`src/hdl/tl_pkg.sv`:
```
package tl_pkg;

    localparam int MAX_TOKEN = 255;
    localparam int LEN_W     = $clog2(MAX_TOKEN + 1);

    localparam int RQ_DEPTH = 4;
    localparam int RQ_AW    = $clog2(RQ_DEPTH);
    localparam int RQ_CW    = $clog2(RQ_DEPTH + 1);

    localparam logic [3:0] KIND_MAIN    = 4'd0;
    localparam logic [3:0] KIND_PRINT   = 4'd1;
    localparam logic [3:0] KIND_STRING  = 4'd2;
    localparam logic [3:0] KIND_IDENT   = 4'd3;
    localparam logic [3:0] KIND_LPAREN  = 4'd4;
    localparam logic [3:0] KIND_RPAREN  = 4'd5;
    localparam logic [3:0] KIND_LBRACE  = 4'd6;
    localparam logic [3:0] KIND_RBRACE  = 4'd7;
    localparam logic [3:0] KIND_END     = 4'd8;
    localparam logic [3:0] KIND_RETURN  = 4'd9;
    localparam logic [3:0] KIND_UNKNOWN = 4'd10;

    localparam logic [7:0] CH_QUOTE  = 8'h22;
    localparam logic [7:0] CH_LPAREN = 8'h28;
    localparam logic [7:0] CH_RPAREN = 8'h29;
    localparam logic [7:0] CH_LBRACE = 8'h7B;
    localparam logic [7:0] CH_RBRACE = 8'h7D;

    localparam logic [7:0] KW_TEXT [3][8] = '{
        '{8'h6D, 8'h61, 8'h69, 8'h6E, 8'h00, 8'h00, 8'h00, 8'h00},
        '{8'h70, 8'h72, 8'h69, 8'h6E, 8'h74, 8'h00, 8'h00, 8'h00},
        '{8'h72, 8'h65, 8'h74, 8'h75, 8'h72, 8'h6E, 8'h00, 8'h00}
    };
    localparam int         KW_LEN  [3] = '{4, 5, 6};
    localparam logic [3:0] KW_KIND [3] = '{KIND_MAIN, KIND_PRINT, KIND_RETURN};

    typedef enum logic [3:0] {
        MODE_IDLE   = 4'b0001,
        MODE_STRING = 4'b0010,
        MODE_WORD   = 4'b0100,
        MODE_DIGITS = 4'b1000
    } t_mode;

    typedef struct packed {
        logic [3:0] kind;
        logic       is_char;
        logic [7:0] value_char;
        logic [7:0] token_length;
        logic       last;
    } t_result;

    typedef struct packed {
        logic [1:0] cnt;
        t_result    r0;
        t_result    r1;
    } t_push;

    function automatic t_result mk_token(logic [3:0] kind);
        t_result r;
        r = '0;
        r.kind = kind;
        return r;
    endfunction

    function automatic t_result mk_char(logic [3:0] kind, logic [7:0] c);
        t_result r;
        r = '0;
        r.kind       = kind;
        r.is_char    = 1'b1;
        r.value_char = c;
        return r;
    endfunction

    function automatic t_result mk_close(logic [3:0] kind, logic [LEN_W-1:0] len);
        t_result r;
        r = '0;
        r.kind         = kind;
        r.token_length = (32'(len) > 32'd255) ? 8'hFF : 8'(len);
        return r;
    endfunction

    function automatic logic [2:0] kw_filter(logic [2:0] cand, logic [LEN_W-1:0] pos,
                                             logic [7:0] c);
        logic [2:0] keep;
        keep = '0;
        for (int k = 0; k < 3; k++) begin
            keep[k] = cand[k] && (32'(pos) < KW_LEN[k]) && (KW_TEXT[k][pos[2:0]] == c);
        end
        return keep;
    endfunction

    function automatic logic [3:0] word_kind(logic [2:0] cand, logic [LEN_W-1:0] len);
        logic [3:0] kind;
        kind = KIND_IDENT;
        for (int k = 2; k >= 0; k--) begin
            if (cand[k] && (32'(len) == KW_LEN[k])) begin
                kind = KW_KIND[k];
            end
        end
        return kind;
    endfunction

endpackage

```
`src/hdl/tl_scan.sv`:
```
module tl_scan (
    input  logic          i_clk,
    input  logic          i_rst_n,
    input  logic          i_valid,
    output logic          o_ready,
    input  logic [7:0]    i_ch,
    input  logic          i_is_end,
    input  logic          i_room,
    output tl_pkg::t_push o_push
);
    import tl_pkg::*;

    logic             r_in_valid;
    logic [7:0]       r_ch;
    logic             r_end;
    t_mode            r_mode;
    logic [LEN_W-1:0] r_len;
    logic [2:0]       r_cand;

    t_mode            n_mode;
    logic [LEN_W-1:0] n_len;
    logic [2:0]       n_cand;

    logic             take;
    logic             is_ws;
    logic             is_letter;
    logic             is_digit;
    logic             has_room;

    logic             id_has;
    t_result          id_res;
    t_mode            id_mode;
    logic [LEN_W-1:0] id_len;
    logic [2:0]       id_cand;

    logic             do_idle;
    logic [1:0]       cnt;
    t_result          r0;
    t_result          r1;

    assign take    = r_in_valid && i_room;
    assign o_ready = !r_in_valid || take;

    assign is_ws     = (r_ch == 8'd32) || ((r_ch >= 8'd9) && (r_ch <= 8'd13));
    assign is_letter = ((r_ch >= 8'h61) && (r_ch <= 8'h7A)) ||
                       ((r_ch >= 8'h41) && (r_ch <= 8'h5A));
    assign is_digit  = (r_ch >= 8'h30) && (r_ch <= 8'h39);
    assign has_room  = r_len < LEN_W'(MAX_TOKEN);

    always_comb begin
        id_has  = 1'b0;
        id_res  = mk_token(KIND_UNKNOWN);
        id_mode = MODE_IDLE;
        id_len  = '0;
        id_cand = 3'b111;
        if (r_end) begin
            id_has = 1'b1;
            id_res = mk_token(KIND_END);
        end else if (is_ws) begin
            id_has = 1'b0;
        end else if (r_ch == CH_LPAREN) begin
            id_has = 1'b1;
            id_res = mk_token(KIND_LPAREN);
        end else if (r_ch == CH_RPAREN) begin
            id_has = 1'b1;
            id_res = mk_token(KIND_RPAREN);
        end else if (r_ch == CH_LBRACE) begin
            id_has = 1'b1;
            id_res = mk_token(KIND_LBRACE);
        end else if (r_ch == CH_RBRACE) begin
            id_has = 1'b1;
            id_res = mk_token(KIND_RBRACE);
        end else if (r_ch == CH_QUOTE) begin
            id_mode = MODE_STRING;
        end else if (is_letter) begin
            id_has  = 1'b1;
            id_res  = mk_char(KIND_IDENT, r_ch);
            id_mode = MODE_WORD;
            id_len  = LEN_W'(1);
            id_cand = kw_filter(3'b111, '0, r_ch);
        end else if (is_digit) begin
            id_has  = 1'b1;
            id_res  = mk_char(KIND_IDENT, r_ch);
            id_mode = MODE_DIGITS;
            id_len  = LEN_W'(1);
        end else begin
            id_has = 1'b1;
        end
    end

    always_comb begin
        n_mode  = r_mode;
        n_len   = r_len;
        n_cand  = r_cand;
        do_idle = 1'b0;
        cnt     = 2'd0;
        r0      = '0;
        r1      = '0;
        unique case (r_mode)
            MODE_STRING: begin
                if (r_end || (r_ch == CH_QUOTE)) begin
                    r0     = mk_close(KIND_STRING, r_len);
                    cnt    = 2'd1;
                    n_mode = MODE_IDLE;
                    n_len  = '0;
                    if (r_end) begin
                        r1  = mk_token(KIND_END);
                        cnt = 2'd2;
                    end
                end else if (has_room) begin
                    r0    = mk_char(KIND_STRING, r_ch);
                    cnt   = 2'd1;
                    n_len = r_len + LEN_W'(1);
                end
            end
            MODE_WORD: begin
                if (!r_end && (is_letter || is_digit)) begin
                    n_cand = kw_filter(r_cand, r_len, r_ch);
                    if (has_room) begin
                        r0    = mk_char(KIND_IDENT, r_ch);
                        cnt   = 2'd1;
                        n_len = r_len + LEN_W'(1);
                    end
                end else begin
                    r0      = mk_close(word_kind(r_cand, r_len), r_len);
                    cnt     = 2'd1;
                    do_idle = 1'b1;
                end
            end
            MODE_DIGITS: begin
                if (!r_end && is_digit) begin
                    if (has_room) begin
                        r0    = mk_char(KIND_IDENT, r_ch);
                        cnt   = 2'd1;
                        n_len = r_len + LEN_W'(1);
                    end
                end else begin
                    r0      = mk_close(KIND_IDENT, r_len);
                    cnt     = 2'd1;
                    do_idle = 1'b1;
                end
            end
            default: begin
                do_idle = 1'b1;
            end
        endcase
        if (do_idle) begin
            n_mode = id_mode;
            n_len  = id_len;
            n_cand = id_cand;
            if (id_has) begin
                if (cnt == 2'd0) begin
                    r0  = id_res;
                    cnt = 2'd1;
                end else begin
                    r1  = id_res;
                    cnt = 2'd2;
                end
            end
        end
        if (cnt == 2'd1) begin
            r0.last = 1'b1;
        end
        if (cnt == 2'd2) begin
            r1.last = 1'b1;
        end
    end

    assign o_push.cnt = take ? cnt : 2'd0;
    assign o_push.r0  = r0;
    assign o_push.r1  = r1;

    always_ff @(posedge i_clk) begin
        if (!i_rst_n) begin
            r_in_valid <= 1'b0;
            r_mode     <= MODE_IDLE;
            r_len      <= '0;
            r_cand     <= 3'b111;
        end else begin
            if (i_valid && o_ready) begin
                r_in_valid <= 1'b1;
            end else if (take) begin
                r_in_valid <= 1'b0;
            end
            if (take) begin
                r_mode <= n_mode;
                r_len  <= n_len;
                r_cand <= n_cand;
            end
        end
    end

    always_ff @(posedge i_clk) begin
        if (i_valid && o_ready) begin
            r_ch  <= i_ch;
            r_end <= i_is_end;
        end
    end

endmodule

```
`src/hdl/tl_rq.sv`:
```
module tl_rq (
    input  logic            i_clk,
    input  logic            i_rst_n,
    input  tl_pkg::t_push   i_push,
    output logic            o_room,
    output logic            o_valid,
    input  logic            i_ready,
    output tl_pkg::t_result o_head
);
    import tl_pkg::*;

    t_result          r_mem [RQ_DEPTH];
    logic [RQ_AW-1:0] r_wp;
    logic [RQ_AW-1:0] r_rp;
    logic [RQ_CW-1:0] r_cnt;
    logic             pop;

    assign o_valid = r_cnt != '0;
    assign o_room  = r_cnt <= RQ_CW'(RQ_DEPTH - 2);
    assign pop     = o_valid && i_ready;
    assign o_head  = r_mem[r_rp];

    always_ff @(posedge i_clk) begin
        if (i_push.cnt != 2'd0) begin
            r_mem[r_wp] <= i_push.r0;
        end
        if (i_push.cnt == 2'd2) begin
            r_mem[r_wp + RQ_AW'(1)] <= i_push.r1;
        end
    end

    always_ff @(posedge i_clk) begin
        if (!i_rst_n) begin
            r_wp  <= '0;
            r_rp  <= '0;
            r_cnt <= '0;
        end else begin
            r_wp  <= r_wp + RQ_AW'(i_push.cnt);
            r_rp  <= r_rp + RQ_AW'(pop);
            r_cnt <= r_cnt + RQ_CW'(i_push.cnt) - RQ_CW'(pop);
        end
    end

endmodule

```
`src/hdl/token_lexer.sv`:
```
// Streaming lexer: one source character per request on the input channel,
// tokens out on the result channel. Both channels use valid/ready.
// The input request carries i_ch and i_is_end; i_is_end closes any open
// token and then yields an end token. Each request gives zero, one or two
// results; o_last marks the final result caused by that request. Value
// characters of strings, words and digit runs stream out one per result
// with o_is_char set; the closing result carries the kind and length.
// A request is registered in the scanner, scanned combinationally, and its
// results are written into the result queue once it has room. Throughput:
// one request per cycle while each gives at most one result and results
// are taken; requests that give two results can hold the input back. The
// limit is the four-entry result queue, drained one result per cycle while
// i_out_ready is high. When the receiver stalls, the queue fills and
// o_in_ready drops once fewer than two queue entries are free. Reset empties
// the queue, drops any held request and returns the scanner to idle.
module token_lexer (
    input  logic       i_clk,
    input  logic       i_rst_n,
    input  logic       i_in_valid,
    output logic       o_in_ready,
    input  logic [7:0] i_ch,
    input  logic       i_is_end,
    output logic       o_out_valid,
    input  logic       i_out_ready,
    output logic [3:0] o_kind,
    output logic       o_is_char,
    output logic [7:0] o_value_char,
    output logic [7:0] o_token_length,
    output logic       o_last
);
    import tl_pkg::*;

    t_push   push;
    t_result head;
    logic    room;

    tl_scan u_scan (
        .i_clk    (i_clk),
        .i_rst_n  (i_rst_n),
        .i_valid  (i_in_valid),
        .o_ready  (o_in_ready),
        .i_ch     (i_ch),
        .i_is_end (i_is_end),
        .i_room   (room),
        .o_push   (push)
    );

    tl_rq u_rq (
        .i_clk   (i_clk),
        .i_rst_n (i_rst_n),
        .i_push  (push),
        .o_room  (room),
        .o_valid (o_out_valid),
        .i_ready (i_out_ready),
        .o_head  (head)
    );

    assign o_kind         = head.kind;
    assign o_is_char      = head.is_char;
    assign o_value_char   = head.value_char;
    assign o_token_length = head.token_length;
    assign o_last         = head.last;

endmodule

```
`config.mk`:
```
export PLATFORM = sky130hd
export DESIGN_NAME = token_lexer
export DESIGN_NICKNAME = d
export VERILOG_FILES = /design/src/hdl/tl_pkg.sv /design/src/hdl/tl_scan.sv /design/src/hdl/tl_rq.sv /design/src/hdl/token_lexer.sv
export SDC_FILE = /design/constraint.sdc
export NUM_CORES = 1
export LEC_CHECK = 0
export BUFFER_PORTS_ARGS = -buffer_cell sky130_fd_sc_hd__buf_2
export CAP_MARGIN = 20
export CORE_ASPECT_RATIO = 1.2
export CORE_MARGIN = 2
export CORE_UTILIZATION = 40
export DETAILED_ROUTE_END_ITERATION = 12
export SYNTH_ARGS = -nofsm -noshare
export SYNTH_HDL_FRONTEND = slang
export SYNTH_SLANG_ARGS = --single-unit
```
`constraint.sdc`:
```
create_clock -name i_clk -period 9.16 [get_ports i_clk]
set_input_delay 2.29 -clock i_clk [delete_from_list [all_inputs] [get_ports i_clk]]
set_output_delay 2.29 -clock i_clk [all_outputs]
set_load 0.01 [all_outputs]
```
# Word level (Yosys, flattened, before mapping)
# Memories as Yosys holds them, arrays and structs flattened. A register that Yosys moved wholly into a read port is not among the register bits.
# Index checks and enable logic that the tools add are counted.
dict set report totals {
  ff_bits 32
  n_memories 4
  ramBits 88
  wordCells 194
  inputBits 13
  rom_bits 192
}
# memory words word_bits read_ports rd_ports_with_merged_regs write_ports line
set memory_table {}
lappend memory_table {u_rq.r_mem 4 22 1 1 2 tl_rq.sv:12} ;# t_result r_mem [RQ_DEPTH];
lappend memory_table {{(no name shown)} 8 8 1 0 0 tl_pkg.sv:86} ;# keep[k] = cand[k] && (32'(pos) < KW_LEN[k]) && (KW_TEXT[k][pos[2:0]] == c);
lappend memory_table {{(no name shown)} 8 8 1 0 0 tl_pkg.sv:86}
lappend memory_table {{(no name shown)} 8 8 1 0 0 tl_pkg.sv:86}
dict set report classes {
  bitwise_logic 1
  n_addsub 6
  magnitude_cmp 14
  n_mux 100
  n_reduce_logical 37
  n_eq_ne 23
}
# op n
set op_table {}
lappend op_table {{two-way mux 22 bit} 20}
lappend op_table {{two-way mux 8 bit} 19}
lappend op_table {{case mux 22 bit (3 select lines)} 1}
lappend op_table {{two-way mux 20 bit} 3}
lappend op_table {{two-way mux 4 bit} 15}
lappend op_table {{two-way mux 3 bit} 11}
lappend op_table {{equality test 8 x 6 -> 1 bit, second input constant} 4}
lappend op_table {{equality test 7 x 8 -> 1 bit, first input constant} 3}
lappend op_table {{equality test 8 x 3 -> 1 bit, second input constant} 3}
lappend op_table {{equality test 8 bit} 3}
lappend op_table {{< comparator 8 x 3 -> 1 bit, second input constant} 3}
lappend op_table {{case mux 8 bit (3 select lines)} 1}
lappend op_table {{two-way mux 1 bit} 20}
lappend op_table {{logical AND 1 bit} 18}
lappend op_table {{equality test 8 x 7 -> 1 bit, second input constant} 2}
lappend op_table {{>= comparator 8 x 7 -> 1 bit, second input constant} 2}
lappend op_table {{<= comparator 8 x 7 -> 1 bit, second input constant} 2}
lappend op_table {{two-way mux 2 bit} 8}
lappend op_table {{nonzero test 2 bit} 6}
lappend op_table {{adder 8 x 1 -> 8 bit, second input constant} 1}
lappend op_table {{>= comparator 8 x 4 -> 1 bit, second input constant} 1}
lappend op_table {{>= comparator 8 x 6 -> 1 bit, second input constant} 1}
lappend op_table {{<= comparator 8 x 4 -> 1 bit, second input constant} 1}
lappend op_table {{<= comparator 8 x 6 -> 1 bit, second input constant} 1}
lappend op_table {{other kinds (24)} 32}

# Depth between registers and ports, before layout
# Gate-level depths: netlist of run 1.
dict set report depth {
  depth_word 15
  ltp_mapped 18
  ltp_nobuf 16
}

# Modules after synthesis
# Synthesis of run 1 repeated with hierarchy kept, for this count alone.
dict set report hier_totals {
  cells_unflattened 580
  hier_area_um2 7234.4
}
# mod instances cells_each area_per_inst_um2
set by_module_without_submodules {}
lappend by_module_without_submodules {tl_rq 1 261 4713.3}
lappend by_module_without_submodules {tl_scan 1 319 2521.2}

# Worst setup path before layout of run 1
# OpenSTA, ideal clock, no wires.
dict set report synth_timing {
  kind {reg2out}
  start {register u_rq.r_rp[0] (netlist name)}
  end {output o_is_char}
  stages_incl_launch_ff 3
  arrival_ns 1.558
  n_path_buf 1
  path_slack_ns 5.312
  path_cell_list {dfxtp_1 -> buf_1 -> mux4_2}
}
# item line
set synth_lines {}
lappend synth_lines {{end, declared} token_lexer.sv:26} ;# output logic o_is_char,

# Final worst setup path of run 1
dict set report layout_timing {
  start {register u_scan.r_len[0]}
  end {register u_rq.r_cnt[2]}
}
dict set report layout_via {
  elab_chain_len 11
  word_cells_on_any_way 13
}
# item line
set layout_rtl {}
lappend layout_rtl {{start, declared} tl_scan.sv:17} ;# logic [LEN_W-1:0] r_len;
lappend layout_rtl {{start signal, assigned} tl_scan.sv:187} ;# r_len <= n_len;
lappend layout_rtl {{< comparator 8 bit (*)} tl_scan.sv:48} ;# assign has_room = r_len < LEN_W'(MAX_TOKEN);
lappend layout_rtl {{two-way mux 1 bit (*)} {tl_scan.sv:110, tl_scan.sv:119, tl_scan.sv:132}}
lappend layout_rtl {{two-way mux 1 bit (tied with other cells)} tl_scan.sv:131} ;# if (!r_end && is_digit) begin
lappend layout_rtl {{case mux 2 bit (3 select lines) (*)} tl_scan.sv:99} ;# unique case (r_mode)
lappend layout_rtl {{logical NOT 2 bit} tl_scan.sv:152} ;# if (cnt == 2'd0) begin
lappend layout_rtl {{two-way mux 2 bit} tl_scan.sv:152}
lappend layout_rtl {{two-way mux 2 bit} tl_scan.sv:151} ;# if (id_has) begin
lappend layout_rtl {{two-way mux 2 bit (*)} tl_scan.sv:147} ;# if (do_idle) begin
lappend layout_rtl {{two-way mux 2 bit (*)} tl_scan.sv:169} ;# assign o_push.cnt = take ? cnt : 2'd0;
lappend layout_rtl {{adder 3 x 2 -> 3 bit (*)} tl_rq.sv:40} ;# r_cnt <= r_cnt + RQ_CW'(i_push.cnt) - RQ_CW'(pop);
lappend layout_rtl {{subtractor 3 x 1 -> 3 bit (*)} tl_rq.sv:40}
lappend layout_rtl {{end signal, assigned} tl_rq.sv:40}
lappend layout_rtl {{end, declared} tl_rq.sv:15} ;# logic [RQ_CW-1:0] r_cnt;
# Mark *: on every way between the ends. The rest lies on a longest branch, timed or not.
# A chain may end at the register's enable or synchronous reset.

==> flow_metrics.tcl, run 1 <==
set metrics [dict create \
    finalHoldViolations 0 \
    p_leak_nw 2.510 \
    multi_input_area_sq_um 3002 \
    stdcell_area_sq_um 7193 \
    setup_ws_ps 4474 \
    status "finished, final reports clean" \
    totalWireLength_microns 16820 \
    antenna_found_initial 0 \
    first_iter_violations 415 \
    cts_resized 0 \
    track_usage_pct 20.88 \
    grt_pass1_vias 4905 \
    fmax_mhz 213.4 \
    stdcell_count 832 \
    insertion_delay_ps 420 \
    rr_startpoint "u_scan.r_len[0]$_SDFFE_PN0P_" \
    crit_start "u_scan.r_len[0]$_SDFFE_PN0P_" \
    finalClockSkew_ps 7.341 \
    finalPower_mw 1.571 \
    ff_latch_area_sq_um 3053 \
    ys_seq_elements 120 \
    final_max_slew_viol_count 0 \
    tightest_slew_ps 882.1 \
    grt_max_degree 24 \
    grt-ovfl-total 0 \
    cts_setup_buffers 0 \
    hold_buffers 0 \
    r2r_cells 16 \
    die_h_microns 141.9 \
    start_util_pct 40.69 \
    setup_violations 0 \
    grt_pass1_wl_microns 27170 \
    peakVddDrop_mv 0.1420 \
    syn-instance-count 597 \
    finalSetupTns_ps 0 \
    reg2reg_to "u_rq.r_cnt[2]$_SDFF_PN0_" \
    cts_made_buffers 17 \
    place_inst 800 \
    nNetsFinal 637 \
    drc 0 \
    placed_cell_area_sq_um 6600 \
    final_layout_size_suffix_gt1_share_pct 18.91 \
    ant_nets 0 \
    syn_nets 623 \
    crit_end "u_rq.r_cnt[2]$_SDFF_PN0_" \
    via_count 4906 \
    gp_congestion 0.9567 \
    synth_cell_type_count 73 \
    hold_ws_ps 452.4 \
    rsz0062_at_grt "false" \
    synth-seq-area-share_pct 48.16 \
    start_kind "register" \
    dieArea_sq_um 16870 \
    diodes 0 \
    synth.avg_cell_area_sq_um 10.62 \
    port_buffers 36 \
    rrSetupSlack_ps 4470 \
    die-width_microns 118.9 \
    post-route-period-util_pct 51.16 \
    power_density_nw_per_um2 218.4 \
    areaGrowthSynthToFinish_pct 13.48 \
    critPathCaptureType "register" \
    clkTransAtPathRegs_ps 60 \
    htree_levels 4 \
    avgRoutedWirePerCell_microns 20.22 \
    dp_slack_ps 4590 \
    cts_tree "built" \
    dr.pass1.iters 5 \
    drt-vias-per-instance 5.897 \
    cp_max_fo 16 \
    worstPathRequired_ps 9450 \
    synth_flop_cell "edfxtp_1" \
    syn_area_sq_um 6339 \
    worstSetupPathType "reg -> reg" \
    cts_root_buffer "clkbuf_16" \
    dp_hpwl_microns 11780 \
    row_count 50 \
    async_flop_share_pct 0 \
    slew_headroom_pct 41.20 \
    nFillCells 1447 \
    utilization_pct 46.18 \
    clockBufferDepth 2 \
    core_sq_um 15580 \
    period_minus_slack_ps 4686 \
    synth_edf_count 65 \
    worstPathArrival_ps 4980 \
    io_pins 37 \
    maxCapViolations 0 \
    yosysWarnings 0 \
    hold_path.class "reg -> reg" \
    cts_sinks 120 \
]
[layout make-up]
type,count,share of cell area [%]
clock inverters,15,2.331
multi-input cells,411,41.73
repair buffers,39,2.818
inverters,22,1.148
clock buffers,17,5.914
well taps,208,3.618
flip-flops and latches,120,42.44
[worst min path at each step]
stage                                             start                            end  slack [ps]  cells after the start
after floorplan           u_rq.r_mem[0][7]$_SDFFE_PP0P_  u_rq.r_mem[0][7]$_SDFFE_PP0P_         430                      2
after global placement    u_rq.r_mem[0][1]$_SDFFE_PP0P_  u_rq.r_mem[0][1]$_SDFFE_PP0P_         440                      2
after detailed placement  u_rq.r_mem[0][1]$_SDFFE_PP0P_  u_rq.r_mem[0][1]$_SDFFE_PP0P_         450                      2
after CTS                 u_rq.r_mem[0][1]$_SDFFE_PP0P_  u_rq.r_mem[0][1]$_SDFFE_PP0P_         450                      2
after global routing      u_rq.r_mem[0][2]$_SDFFE_PP0P_  u_rq.r_mem[0][2]$_SDFFE_PP0P_         470                      2
final                     u_rq.r_mem[0][3]$_SDFFE_PP0P_  u_rq.r_mem[0][3]$_SDFFE_PP0P_         450                      2
[registers in the layout, indices dropped and copies added, names as in the netlist]
name               flops
u_rq.r_mem            88
u_scan.r_ch            8
u_scan.r_len           8
u_scan.r_mode          4
u_rq.r_cnt             3
u_scan.r_cand          3
u_rq.r_rp              2
u_rq.r_wp              2
u_scan.r_end           1
u_scan.r_in_valid      1
[synthesized netlist by cell type (3+ instances only)]
master | number | area, sq um
edfxtp_1 | 65 | 1952
dfxtp_1 | 55 | 1101
nand2_1 | 43 | 161.4
nor2_1 | 41 | 153.9
a21oi_1 | 40 | 200.2
clkbuf_1 | 27 | 101.4
a22o_1 | 25 | 219.0
nand3_1 | 25 | 125.1
and2_1 | 22 | 137.6
mux4_2 | 22 | 495.5
o21ai_0 | 21 | 105.1
inv_1 | 19 | 71.32
o22ai_1 | 15 | 93.84
nor2b_1 | 14 | 87.58
nor3_1 | 14 | 70.07
ha_1 | 12 | 150.1
a31oi_1 | 7 | 43.79
buf_1 | 7 | 26.28
nand4_1 | 7 | 43.79
xnor2_1 | 7 | 61.31
or3_1 | 6 | 37.54
buf_2 | 5 | 25.02
a21o_1 | 4 | 30.03
a21oi_2 | 4 | 35.03
a22oi_1 | 4 | 30.03
and3_1 | 4 | 25.02
nand2b_1 | 4 | 25.02
o21ai_1 | 4 | 20.02
o311ai_0 | 4 | 35.03
xor2_1 | 4 | 35.03
a211oi_1 | 3 | 22.52
a2bb2oi_2 | 3 | 45.04
buf_6 | 3 | 33.78
nor4_1 | 3 | 18.77
or2_2 | 3 | 18.77
or4_1 | 3 | 22.52
[routing by layer]
metal / wire length (microns) / track usage [%]
met5: 0 / 0
met3: 786 / 3.537
met4: 576 / 10.09
met2: 8194 / 34.66
met1: 7262 / 26.52
[placed cells by master, fill, tap and decap left out, types with 19 or more instances in the layout]
| cell type | netlist | routed |
|---|---|---|
| edfxtp_1 | 65 | 65 |
| dfxtp_1 | 55 | 55 |
| nand2_1 | 43 | 43 |
| nor2_1 | 41 | 41 |
| a21oi_1 | 40 | 40 |
| buf_2 | 5 | 36 |
| nand3_1 | 25 | 25 |
| a22o_1 | 25 | 25 |
| and2_1 | 22 | 22 |
| mux4_2 | 22 | 22 |
| o21ai_0 | 21 | 21 |
| inv_1 | 19 | 19 |
[cell families (layout without fill, tap and decap cells)]
group | count (synthesis) | after routing | share of synthesized area, %
flip-flops | 120 | 120 | 48.16
XOR/XNOR | 11 | 11 | 1.520
AO/OA/AOI/OAI | 160 | 160 | 18.14
AND/OR/NAND/NOR | 203 | 203 | 16.88
buffers and inverters | 66 | 93 | 4.481
adder cells (fa/ha/maj) | 13 | 13 | 2.685
multiplexers | 24 | 24 | 8.133
[worst max-delay path, stage by stage, from the launching register on]
cell and delay, ps:
dfxtp_1 710, ha_1 330, nand3_1 190, nor4b_2 500
a221o_1 290, nand4_1 270, nor2_1 500, a21oi_1 260
nand2b_1 220, ha_1 310, inv_1 60, ha_1 130
inv_1 50, fa_1 370, xnor2_1 180, xnor2_1 140
nor2_1 50
[power by group]
part,internal [mW],switching (mW)
logic,0.121,0.152
clock network,0.407,0.263
registers,0.599,0.0292
total,1.13,0.444
No activity file was read; power rests on OpenSTA's default activity.
==> run 2: changes to the inputs <==
==> constraint.sdc (replaced) <==
create_clock -name i_clk -period 4.3 [get_ports i_clk]
set_input_delay 1.075 -clock i_clk [delete_from_list [all_inputs] [get_ports i_clk]]
set_output_delay 1.075 -clock i_clk [all_outputs]
set_load 0.01 [all_outputs]
==> run 2 against run 1 <==
Against the previous run:
- clock skew grew 5.2 ps
- critical endpoint unchanged
- clock-buffer cell count grew 2
- worst setup slack lost 4100 ps
- wire length decreased by 3.1%
- critical path type unchanged
- final area rose by 1.3%
- non-clock buffer count is 15 higher
- maximum frequency grew 20%
- clock power up 100%
- sequential share of layout area decreased by 0.55 points
- die area unchanged
- total power is 110% higher
==> flow_metrics.tcl, run 2 (synthesis results as in run 1) <==
set metrics [dict create \
    status "finished, final reports clean" \
    via_count 4932 \
    areaGrowthSynthToFinish_pct 14.96 \
    cts_tree "built" \
    grt_pass1_wl_microns 26700 \
    port_buffers 36 \
    row_count 50 \
    clockBufferDepth 2 \
    dr.pass1.iters 5 \
    track_usage_pct 20.25 \
    cts_sinks 120 \
    min_from "u_rq.r_mem[0][4]$_SDFFE_PP0P_" \
    cts_setup_buffers 0 \
    critPathCaptureType "register" \
    tightest_slew_ps 814.9 \
    rr_startpoint "u_scan.r_ch[7]$_DFFE_PP_" \
    setup_violations 0 \
    p_int_mw 2.375 \
    maxCapViolations 0 \
    post-route-period-util_pct 91.01 \
    htree_levels 4 \
    layout_common_cells "65 x edfxtp_1, 55 x dfxtp_1, 43 x nand2_1" \
    top_regs "u_rq.r_mem: 88 flops, u_scan.r_ch: 8 flops, u_scan.r_len: 8 flops" \
    cts_resized 0 \
    final_layout_size_suffix_gt1_share_pct 20.81 \
    die-width_microns 118.9 \
    io_pins 37 \
    grt_max_degree 23 \
    grt-ovfl-total 0 \
    stdcell_area_sq_um 7287 \
    insertion_delay_ps 410 \
    regMostFlops "u_rq.r_mem" \
    comb_power_share_pct 18.3 \
    peakVddDrop_mv 0.2591 \
    first_iter_violations 579 \
    whs_path_depth 2 \
    totalWireLength_microns 16300 \
    power_density_nw_per_um2 451.5 \
    largest_reg_flops 88 \
    clkTransAtPathRegs_ps 60 \
    gp_congestion 0.9603 \
    p_leak_nw 2.588 \
    worstPathRequired_ps 4580 \
    dieArea_sq_um 16870 \
    cts_root_buffer "clkbuf_16" \
    p_sw_mw 0.9155 \
    rrSetupSlack_ps 390 \
    worstPathArrival_ps 4190 \
    cts_made_buffers 17 \
    worstSetupPathType "reg -> reg" \
    period_minus_slack_ps 3913 \
    seq_power_share_pct 40.3 \
    reg2reg_to "u_rq.r_cnt[2]$_SDFF_PN0_" \
    hold_path.class "reg -> reg" \
    diodes 0 \
    cp_max_fo 9 \
    finalHoldViolations 0 \
    placed_cell_area_sq_um 6713 \
    dp_hpwl_microns 11470 \
    fmax_mhz 255.5 \
    finalSetupTns_ps 0 \
    avgRoutedWirePerCell_microns 19.24 \
    antenna_found_initial 0 \
    grt_pass1_vias 4950 \
    whs_endpoint "u_rq.r_mem[0][4]$_SDFFE_PP0P_" \
    die_h_microns 141.9 \
    slew_headroom_pct 45.67 \
    core_sq_um 15580 \
    finalClockSkew_ps 12.53 \
    start_kind "register" \
    start_util_pct 40.69 \
    drc 0 \
    switching_share_pct 27.83 \
    nNetsFinal 652 \
    final_max_slew_viol_count 0 \
    drt-vias-per-instance 5.823 \
    r2r_cells 15 \
    ant_nets 0 \
    hold_buffers 0 \
    final_common_cell "edfxtp_1" \
    clkPwrFrac_pct 41.4 \
    rsz0062_at_grt "false" \
]
-- run 2: worst max-delay path: stages (launching register included) --
cell      delay [ps]
edfxtp_1         490
or4b_4           610
or3_4            420
a221o_1          380
nand4_1          220
nor2_1            90
a21oi_1          170
nand2b_1         140
ha_1             240
inv_1             60
ha_1             120
inv_1             50
fa_1             380
xnor2_1          210
xnor2_1          150
nor2_1            60
-- run 2: worst max path at each step --
stage | from | end | slack [ps] | cells after the start
2_1_floorplan | u_scan.r_ch[3]$_DFFE_PP_ | u_rq.r_cnt[2]$_SDFF_PN0_ | 490 | 17
3_3_place_gp | u_scan.r_ch[7]$_DFFE_PP_ | u_rq.r_cnt[2]$_SDFF_PN0_ | 560 | 15
3_5_place_dp | u_scan.r_ch[7]$_DFFE_PP_ | u_rq.r_cnt[2]$_SDFF_PN0_ | 440 | 15
4_1_cts | u_scan.r_ch[7]$_DFFE_PP_ | u_rq.r_cnt[2]$_SDFF_PN0_ | 410 | 15
5_1_grt | u_scan.r_ch[2]$_DFFE_PP_ | u_rq.r_cnt[2]$_SDFF_PN0_ | 80 | 15
6_report | u_scan.r_ch[7]$_DFFE_PP_ | u_rq.r_cnt[2]$_SDFF_PN0_ | 390 | 15
-- run 2: metrics by stage --
step / total power, mW / hold WS [ps] / std cells / worst slack, ps / utilization [%]
after floorplan: 1.768 / 429.0 / 597 / 494.8 / -
after global placement: 1.948 / 435.7 / 815 / 562.7 / 43.09
after detailed placement: 1.958 / 446.3 / 815 / 436.8 / 43.09
after CTS: 3.322 / 453.1 / 847 / 405.3 / 46.78
after global routing: 3.428 / 473.5 / 847 / 77.06 / 46.78
final: 3.290 / 452.4 / 847 / 386.8 / 46.78
-- run 2: area by class of cell --
| class | instances | area (sq um) |
|---|---|---|
| Timing Repair Buffer | 54 | 315.3 |
| Tap cell | 208 | 260.3 |
| Fill cell | 1445 | 8290 |
| Sequential cell | 120 | 3053 |
| Clock inverter | 13 | 120.1 |
| Clock buffer | 19 | 454.2 |
| Multi-Input combinational cell | 411 | 3002 |
| Inverter | 22 | 82.58 |
-- run 2: power by group through the flow --
stage / sequential [mW] / combinational, mW / clock, mW
2_1_floorplan: 1.33 / 0.442 / 0
3_3_place_gp: 1.34 / 0.604 / 0
3_5_place_dp: 1.35 / 0.608 / 0
4_1_cts: 1.33 / 0.611 / 1.39
5_1_grt: 1.34 / 0.662 / 1.43
6_report: 1.33 / 0.603 / 1.36
-- run 2: metal layers --
| layer | global-route usage [%] | vias to the layer above | part of all wire (%) |
|---|---|---|---|
| li1 | - | 2311 | - |
| met1 | 26.04 | 2425 | 44 |
| met2 | 33.00 | 152 | 49 |
| met3 | 3.577 | 44 | 4.2 |
| met4 | 10.03 | 0 | 3.5 |
| met5 | 0 | - | 0 |
